File: src/hw/rtl/u8fnv_pkg.sv
// Shared types, constants and helpers for the UTF-8 code point FNV-1a hasher.
// No dependencies; imported by every module of the block.
package u8fnv_pkg;

	localparam int HASH_W = 64;
	localparam int CP_W   = 21;
	localparam int BYTE_W = 8;

	// FNV-1a 64-bit offset basis and prime
	localparam logic [HASH_W-1:0] FNV_BASIS = 64'hCBF29CE484222325;
	localparam logic [HASH_W-1:0] FNV_PRIME = 64'h00000100000001B3;

	// Command queue between decoder and hash unit
	localparam int QDEPTH = 4;
	localparam int QPTR_W = $clog2(QDEPTH);
	localparam int QCNT_W = $clog2(QDEPTH + 1);

	// Allowed range of the next continuation byte
	localparam logic [2:0] RULE_ANY = 3'd0; // 80..BF
	localparam logic [2:0] RULE_E0  = 3'd1; // A0..BF
	localparam logic [2:0] RULE_ED  = 3'd2; // 80..9F
	localparam logic [2:0] RULE_F0  = 3'd3; // 90..BF
	localparam logic [2:0] RULE_F4  = 3'd4; // 80..8F

	// One word from the decoder to the hash unit
	typedef struct packed {
		logic            mix;  // fold cp into the hash
		logic [CP_W-1:0] cp;
		logic            last; // end of string: emit result afterwards
		logic            err;  // sticky error for this string
	} cmd_t;

	// Queue status seen by both sides
	typedef struct packed {
		logic full;
		logic empty;
	} qstat_t;

	// Multiply by the FNV prime mod 2^64: prime = 2^40 + 0x1B3
	function automatic logic [HASH_W-1:0] mul_prime(input logic [HASH_W-1:0] x);
		mul_prime = (x << 40) + (x << 8) + (x << 7) + (x << 5) + (x << 4)
			+ (x << 1) + x;
	endfunction

endpackage

File: src/hw/rtl/u8fnv_queue.sv
// Small command FIFO between the decoder and the hash unit.
// Depends on u8fnv_pkg.
module u8fnv_queue
	import u8fnv_pkg::*;
(
	input  logic   clk,
	input  logic   arst_n,
	input  logic   push,
	input  cmd_t   push_cmd,
	input  logic   pop,
	output cmd_t   head,
	output qstat_t qstat
);

	cmd_t              mem_q [QDEPTH];
	logic [QPTR_W-1:0] wr_q, rd_q;
	logic [QCNT_W-1:0] cnt_q;

	assign qstat.full  = (cnt_q == QCNT_W'(QDEPTH));
	assign qstat.empty = (cnt_q == '0);
	assign head        = mem_q[rd_q];

	// storage
	always_ff @(posedge clk) begin
		if (push) begin
			mem_q[wr_q] <= push_cmd;
		end
	end

	// pointers and fill count
	always_ff @(posedge clk or negedge arst_n) begin
		if (!arst_n) begin
			wr_q  <= '0;
			rd_q  <= '0;
			cnt_q <= '0;
		end else begin
			if (push) begin
				wr_q <= wr_q + QPTR_W'(1);
			end
			if (pop) begin
				rd_q <= rd_q + QPTR_W'(1);
			end
			if (push && !pop) begin
				cnt_q <= cnt_q + QCNT_W'(1);
			end else if (pop && !push) begin
				cnt_q <= cnt_q - QCNT_W'(1);
			end
		end
	end

endmodule

File: config.mk
export PLATFORM = sky130hd
export DESIGN_NAME = u8fnv_queue
export DESIGN_NICKNAME = d
export VERILOG_FILES = /design/src/hw/rtl/u8fnv_pkg.sv /design/src/hw/rtl/u8fnv_queue.sv
export SDC_FILE = /design/constraint.sdc
export NUM_CORES = 1
export LEC_CHECK = 0
export ABC_AREA = 1
export ABC_CLOCK_PERIOD_IN_PS = 1750
export BUFFER_PORTS_ARGS = -buffer_cell sky130_fd_sc_hd__buf_2
export CAP_MARGIN = 15
export CORE_ASPECT_RATIO = 2
export CORE_MARGIN = 5
export CORE_UTILIZATION = 35
export CTS_CLUSTER_DIAMETER = 30
export DETAILED_ROUTE_END_ITERATION = 12
export PLACE_DENSITY = 0.55
export SYNTH_ARGS = -nofsm -noshare
export SYNTH_HDL_FRONTEND = slang
export SYNTH_SLANG_ARGS = --single-unit
File: constraint.sdc
create_clock -name clk -period 1.75 [get_ports clk]
set_input_delay 0.175 -clock clk [delete_from_list [all_inputs] [get_ports clk]]
set_output_delay 0.175 -clock clk [all_outputs]
set_load 0.05 [all_outputs]
==> run_results.csv, run 1 <==
group,metric,value,unit
synthesis,synth.lib_cells_used.distinct,18,
sta,min_period_over_period,0.996,
floorplanning,fp-row-count,57,
sta,setup_repair_after_global_routing_missed_its_margin,"true",
clock_network,cts_buffers,9,
place,io_buffer_count,53,
place,dpl-instance-area,4810,sq um
worst_setup_path,start_kind,"flop",
synthesis,yosys.area.top_type_share,0.667,
routing,finalWirelength,8410,um
synthesis,synth_area_per_cell,13.2,sq um
worst_setup_path,critPathRequiredTime,1.57,ns
layout,finalInstanceArea,5300,sq um
sta,tightestPinTransition,0.277,ns
clock_network,cts.sink_count,103,
place,place_hpwl,5630,um
routing,via_count,2526,
sta,maxSlewViolCount,0,
clock_network,clk_latency,0.34,ns
clock_network,cts_max_level,3,
clock_network,cts.repair_timing.setup_buffer_count,0,
routing,routed_via_density,4.64,
global_routing,global_route_wire_length_before_repair,13000,um
floorplanning,fp.dieArea,14800,sq um
sta,worst_clock_skew,0.00399,ns
synthesis,synth-warning-count,0,
synthesis,count_of_flip_flops_with_a_built_in_enable_after_synthesis,96,
synthesis,post-synth-top-area-cell,"sky130_fd_sc_hd__edfxtp_1",
global_routing,remaining_global_route_overflow,0,
routing,routed_wire_length_per_instance,15.5,um
power,irDropWorstVdd,799,uV
power,power-per-cell-area,1970,nW/um^2
global_routing,grt_antenna_before_repair,0,
global_routing,grtUsageTotal,0.119,
worst_setup_path,worst_ep_arrival_time,1.57,ns
synthesis,yosys_register_bits,103,
routing,drt_drc_violations_left,0,
place,placer_congestion,0.708,
routing,drt-pass1-iter-count,4,
sta,maxSlewHeadroom,0.815,
floorplanning,horizontal_die_dimension,88.6,um
clock_network,tritoncts,"done",
clock_network,buffer_depth_of_the_longest_clock_path,2,
synthesis,synth_cells,328,
layout,total_inserted_antenna_cells,0,
layout,area_growth,22.6,%
layout,fillCellCount,1137,
worst_setup_path,crit_end_category,"output port",
sta,report.final.hold_viol_count,0,
floorplanning,num_io_pins,54,
run_status,result_of_the_run,"finished, final reports clean",
global_routing,grt_pass1_vias,2667,
clock_network,worst_setup_hold_path_clk_slew,0.07,ns
clock_network,ctsRootBufferMaster,"sky130_fd_sc_hd__clkbuf_16",
global_routing,pin_count_of_the_biggest_net_entering_global_routing,57,
synthesis,async_reset_ff_frac,0.0680,
synthesis,yosysSeqAreaShare,0.707,
floorplanning,dieHeight,167,um
sta,setup_viol,0,
routing,first_iter_violations,99,
power,static_leakage,0.00220,uW
synthesis,synth_common_cells,"sky130_fd_sc_hd__edfxtp_1 (96), sky130_fd_sc_hd__nand2_1 (85), sky130_fd_sc_hd__inv_1 (59), sky130_fd_sc_hd__o211ai_1 (29), sky130_fd_sc_hd__o211ai_2 (19)",
hold_path,hold_class,"in2reg",
sta,maxClockFrequency,574,MHz
layout,share_of_layout_cells_above_drive_strength_1,0.267,
place,worst_slack_after_detailed_placement,0.311,ns
synthesis,synth_area,4320,sq um
floorplanning,initial_util,0.357,
run,drv.max_cap_violation_count,0,
worst_setup_path,timing.setup.critical_path_class,"reg2out",
synthesis,synthMostInstantiatedCell,"sky130_fd_sc_hd__edfxtp_1",
synthesis,post_synth_main_area_contributors,"sky130_fd_sc_hd__edfxtp_1 (67%), sky130_fd_sc_hd__nand2_1 (7.4%), sky130_fd_sc_hd__o211ai_2 (5.5%)",
floorplanning,placeableCoreArea,12100,sq um
sta,final.min_clock_period,1.74,ns
layout,finalNetCount,426,
sta,timing.final.ws_setup,0.00673,ns
synthesis,dominantRegCellSynth,"sky130_fd_sc_hd__edfxtp_1",
routing,drtAntennaViolNets,0,
synthesis,synth.net_count,362,
worst_setup_path,worst-path-max-fanout,28,
[layer usage]
metal | up-vias | track usage | part of all wire
met4 | 0 | 0.0586 | 0.025
met5 | - | 0 | 0
met2 | 42 | 0.222 | 0.58
li1 | 1242 | - | -
met1 | 1227 | 0.114 | 0.35
met3 | 15 | 0.0320 | 0.040
[worst paths after layout]
kind / from / end / slack [ns] / cells after the start
max: rd_q[0] / head[12] / 0.007 / 4
min: push_cmd[3] / mem_q[1][3] / 0.04 / 1
max reg2reg: wr_q[1] / mem_q[1][16] / 0.42 / 5
min reg2reg: cnt_q[2] / cnt_q[2] / 0.51 / 2
max in group asynchronous: arst_n / rd_q[0] / 1.37 / 2
min in group asynchronous: arst_n / wr_q[1] / 0.20 / 2
[stage by stage]
step                      instances  utilization  power, uW  TNS [ns]  hold WS [ns]
final                           544        0.437      10500         0        0.0418
after global placement          525        0.397       7940         0        0.0326
after floorplan                 328            -       6900         0        -0.121
after detailed placement        525        0.397       8010         0        0.0305
after global routing            544        0.437      11000    -0.656        0.0350
after CTS                       542        0.425      10100   -0.0294        0.0314
[sequential cells by signal, indices dropped and copies added (netlist names)]
name / flops
cnt_q: 3
rd_q: 2
mem_q: 96
wr_q: 2
[critical path, cell delays in order (launching register included)]
cell                        delay, ns
sky130_fd_sc_hd__dfrtp_4         0.54
sky130_fd_sc_hd__clkbuf_16       0.23
sky130_fd_sc_hd__o211ai_1        0.18
sky130_fd_sc_hd__nand2_1         0.07
sky130_fd_sc_hd__buf_2           0.21
[kinds of logic after synthesis]
family / after synthesis / synth area share
XOR/XNOR: 4 / 0.00811
AND/OR/NAND/NOR: 89 / 0.0787
buffers and inverters: 77 / 0.0802
adder cells (fa/ha/maj): 6 / 0.0191
flip-flops: 103 / 0.707
AO/OA/AOI/OAI: 49 / 0.107
[timing repair]
item,4_1_cts,5_1_grt
hold buffers,1,0
pin swaps,1,10
endpoints found under the setup margin,21,20
gates resized for setup,21,29
hold endpoints to repair,7,0
cloned,0,2
[layout by cell type (no fill, tap or decap), types with 2 or more instances in the layout]
master,count
sky130_fd_sc_hd__buf_2,30
sky130_fd_sc_hd__inv_1,59
sky130_fd_sc_hd__buf_12,3
sky130_fd_sc_hd__edfxtp_1,96
sky130_fd_sc_hd__nand2_1,84
sky130_fd_sc_hd__o211ai_2,19
sky130_fd_sc_hd__nor3_1,2
sky130_fd_sc_hd__buf_4,10
sky130_fd_sc_hd__dfrtp_1,6
sky130_fd_sc_hd__o211ai_1,29
sky130_fd_sc_hd__xor2_1,3
sky130_fd_sc_hd__clkbuf_16,11
sky130_fd_sc_hd__clkinvlp_4,2
sky130_fd_sc_hd__buf_6,23
sky130_fd_sc_hd__ha_1,5
sky130_fd_sc_hd__clkinv_4,3
[where the power goes]
part	switching (uW)	leakage, uW	internal, uW
registers	212	0.000964	3250
clock network	842	0.000129	962
logic	3400	0.00110	1790
total	4460	0.00220	6000
[layout make-up]
type / instances / area [sq um] / share of cell area
sequential: 103 / 3060 / 0.578
multi-input combinational: 148 / 921 / 0.174
timing repair buffer: 70 / 632 / 0.119
tap: 147 / 184 / 0.0347
clock buffer: 9 / 225 / 0.0425
inverter: 60 / 225 / 0.0425
clock inverter: 7 / 50.0 / 0.00945
Power figures use the tool's default switching activity.
==> run 2, diff against run 1 <==
- PLACE_DENSITY: 0.55 -> unset
- PLACE_DENSITY_LB_ADDON: unset -> 0.3
==> run 2 against run 1 <==
  * Hold slack better by 0.010 ns
  * Global-route usage up 0.30 points
  * Largest cell class unchanged
  * First-iteration DRC count up 38%
  * Die area unchanged
  * Critical path type unchanged
  * Highest routed layer unchanged
  * Largest power group unchanged
  * Count of clock-buffer cells in the layout up 3
  * Critical path depth unchanged
  * Setup slack better by 0.0047 ns
==> run_results.csv, run 2 (synthesized netlist as in run 1, its figures left out) <==
group,metric,value,unit
layout,largest_register_ff_count,96,
routing,via_count,2494,
routing,drtAntennaViolNets,0,
clock_network,tritoncts,"done",
sta,tightestPinTransition,0.254,ns
floorplanning,horizontal_die_dimension,88.6,um
power,static_leakage,0.00219,uW
worst_setup_path,critPathRequiredTime,1.57,ns
layout,final_cell_count_no_fill,542,
place,io_buffer_count,53,
global_routing,grtUsageTotal,0.122,
sta,worst_clock_skew,0.00744,ns
worst_setup_path,cp_cell_sequence,"buf_6 -> o211ai_1 -> nand2_1 -> buf_4",
worst_setup_path,crit_slowest_cell,"sky130_fd_sc_hd__dfrtp_4",
worst_setup_path,crit-reg2reg-launch,"wr_q[0]",
sta,maxClockFrequency,575,MHz
power,irDropWorstVdd,982,uV
clock_network,worst_setup_hold_path_clk_slew,0.07,ns
sta,setup_repair_after_global_routing_missed_its_margin,"true",
worst_setup_path,rr_endpoint,"mem_q[0][16]",
routing,routed_wire_length_per_instance,15.6,um
place,place_hpwl,5350,um
layout,share_of_layout_cells_above_drive_strength_1,0.256,
sta,report.final.hold_viol_count,0,
clock_network,clk_latency,0.34,ns
worst_setup_path,crit_path_end,"head[21]",
worst_setup_path,timing.setup.critical_path_class,"reg2out",
floorplanning,initial_util,0.357,
clock_network,cts.sink_count,103,
worst_setup_path,worst-path-max-fanout,24,
place,placed_instances,523,
routing,finalWirelength,8430,um
routing,routed_via_density,4.60,
clock_network,cts_max_level,3,
worst_setup_path,highest_cell_delay_on_the_worst_timing_path,0.53,ns
layout,most_common_cell_after_layout_fill_and_taps_aside,"sky130_fd_sc_hd__edfxtp_1",
power,power-per-cell-area,2010,nW/um^2
clock_network,cts.repair_timing.setup_buffer_count,0,
worst_setup_path,timing.reg2reg.worst_path_depth,5,
worst_setup_path,startpoint,"rd_q[0]",
sta,maxSlewHeadroom,0.832,
place,placer_congestion,0.727,
routing,drt_drc_violations_left,0,
layout,layout.cells.most_common_list,"sky130_fd_sc_hd__edfxtp_1 (96), sky130_fd_sc_hd__nand2_1 (84), sky130_fd_sc_hd__inv_1 (59), sky130_fd_sc_hd__o211ai_1 (29), sky130_fd_sc_hd__buf_2 (29)",
worst_setup_path,start_kind,"flop",
layout,layout_top_registers,"mem_q (96), cnt_q (3)",
hold_path,hold_class,"in2reg",
worst_setup_path,worst_ep_arrival_time,1.56,ns
layout,area_growth,22.7,%
worst_setup_path,regToRegSetupSlack,0.40,ns
layout,finalNetCount,423,
floorplanning,placeableCoreArea,12100,sq um
global_routing,pin_count_of_the_biggest_net_entering_global_routing,65,
routing,drt-pass1-iter-count,4,
global_routing,grt_pass1_vias,2646,
worst_setup_path,critical_path_cell_count,4,
global_routing,remaining_global_route_overflow,0,
sta,maxSlewViolCount,0,
global_routing,grt_antenna_before_repair,0,
hold_path,min_delay_path_depth,1,
worst_setup_path,timing.critical_path.max_delay_family,"flip-flops",
sta,final.min_clock_period,1.74,ns
layout,final_util,0.437,
floorplanning,num_io_pins,54,
floorplanning,fp.dieArea,14800,sq um
sta,setup_viol,0,
worst_setup_path,bufs_and_invs_on_worst_path,2,
clock_network,cts_buffers,9,
power,totalPowerFinal,10600,uW
run,drv.max_cap_violation_count,0,
global_routing,global_route_wire_length_before_repair,13400,um
sta,min_period_over_period,0.993,
floorplanning,fp-row-count,57,
run_status,result_of_the_run,"finished, final reports clean",
floorplanning,dieHeight,167,um
clock_network,ctsRootBufferMaster,"sky130_fd_sc_hd__clkbuf_16",
routing,first_iter_violations,137,
layout,register_ranked_first_by_flip_flop_count,"mem_q",
clock_network,buffer_depth_of_the_longest_clock_path,2,
worst_setup_path,crit_end_category,"output port",
## run 2: cell types whose count changed in the layout (fill, tap and decap cells not counted), moves of 2 or more
cell,before,now
sky130_fd_sc_hd__buf_12,3,5
sky130_fd_sc_hd__buf_4,10,12
sky130_fd_sc_hd__bufinv_16,0,2
sky130_fd_sc_hd__buf_6,23,18
sky130_fd_sc_hd__clkinv_4,3,0
sky130_fd_sc_hd__clkbuf_1,0,3
## run 2: stage by stage
| step | hold slack (ns) | setup TNS (ns) | area, sq um | setup WS [ns] |
|---|---|---|---|---|
| floorplan | -0.121 | 0 | 4320 | 0.0527 |
| global placement | 0.0312 | 0 | 4820 | 0.318 |
| detailed placement | 0.0434 | 0 | 4820 | 0.311 |
| CTS | 0.0418 | -0.0459 | 5200 | -0.0158 |
| global route | 0.0469 | -0.592 | 5300 | -0.0622 |
| finish | 0.0521 | 0 | 5300 | 0.0114 |
## run 2: area by class of cell
cell class              instances  area (sq um)
inverters                      60           225
repair buffers                 67           601
clock inverters                 4          72.6
fillers                      1114          6820
clock buffers                  12           236
diodes                          1          2.50
flip-flops and latches        103          3060
multi-input cells             148           921
well taps                     147           184
## run 2: power by group
group	switching [uW]	total, uW	internal (uW)
Combinational	3380	5110	1730
Clock	815	2070	1250
Sequential	211	3460	3250
## run 2: per-layer routing
layer  share of wire  wire length [um]  track usage
met5               0                 0            0
met4           0.023               195       0.0553
met3           0.037               308       0.0364
met2            0.56              4760        0.213
met1            0.38              3170        0.132
## run 2: repair_timing
action / CTS / global route
cloned: 0 / 1
hold buffers: 1 / 0
resized for setup: 23 / 22
pin swaps: 0 / 12
hold endpoints to repair: 7 / 0
endpoints found under the setup margin: 23 / 24
## run 2: worst min path at each step
stage / start / slack (ns) / to
6_report: push_cmd[14] / 0.05 / mem_q[0][14]
4_1_cts: push_cmd[23] / 0.04 / mem_q[3][23]
5_1_grt: push_cmd[3] / 0.05 / mem_q[1][3]
2_1_floorplan: arst_n / -0.12 / cnt_q[0]
3_5_place_dp: arst_n / 0.04 / rd_q[0]
3_3_place_gp: arst_n / 0.03 / cnt_q[2]
## run 2: worst reg2reg max path, stage by stage (launching register included)
cell	delay [ns]
sky130_fd_sc_hd__dfrtp_1	0.43
sky130_fd_sc_hd__inv_1	0.11
sky130_fd_sc_hd__ha_1	0.15
sky130_fd_sc_hd__nand2_1	0.05
sky130_fd_sc_hd__inv_1	0.09
sky130_fd_sc_hd__buf_12	0.20
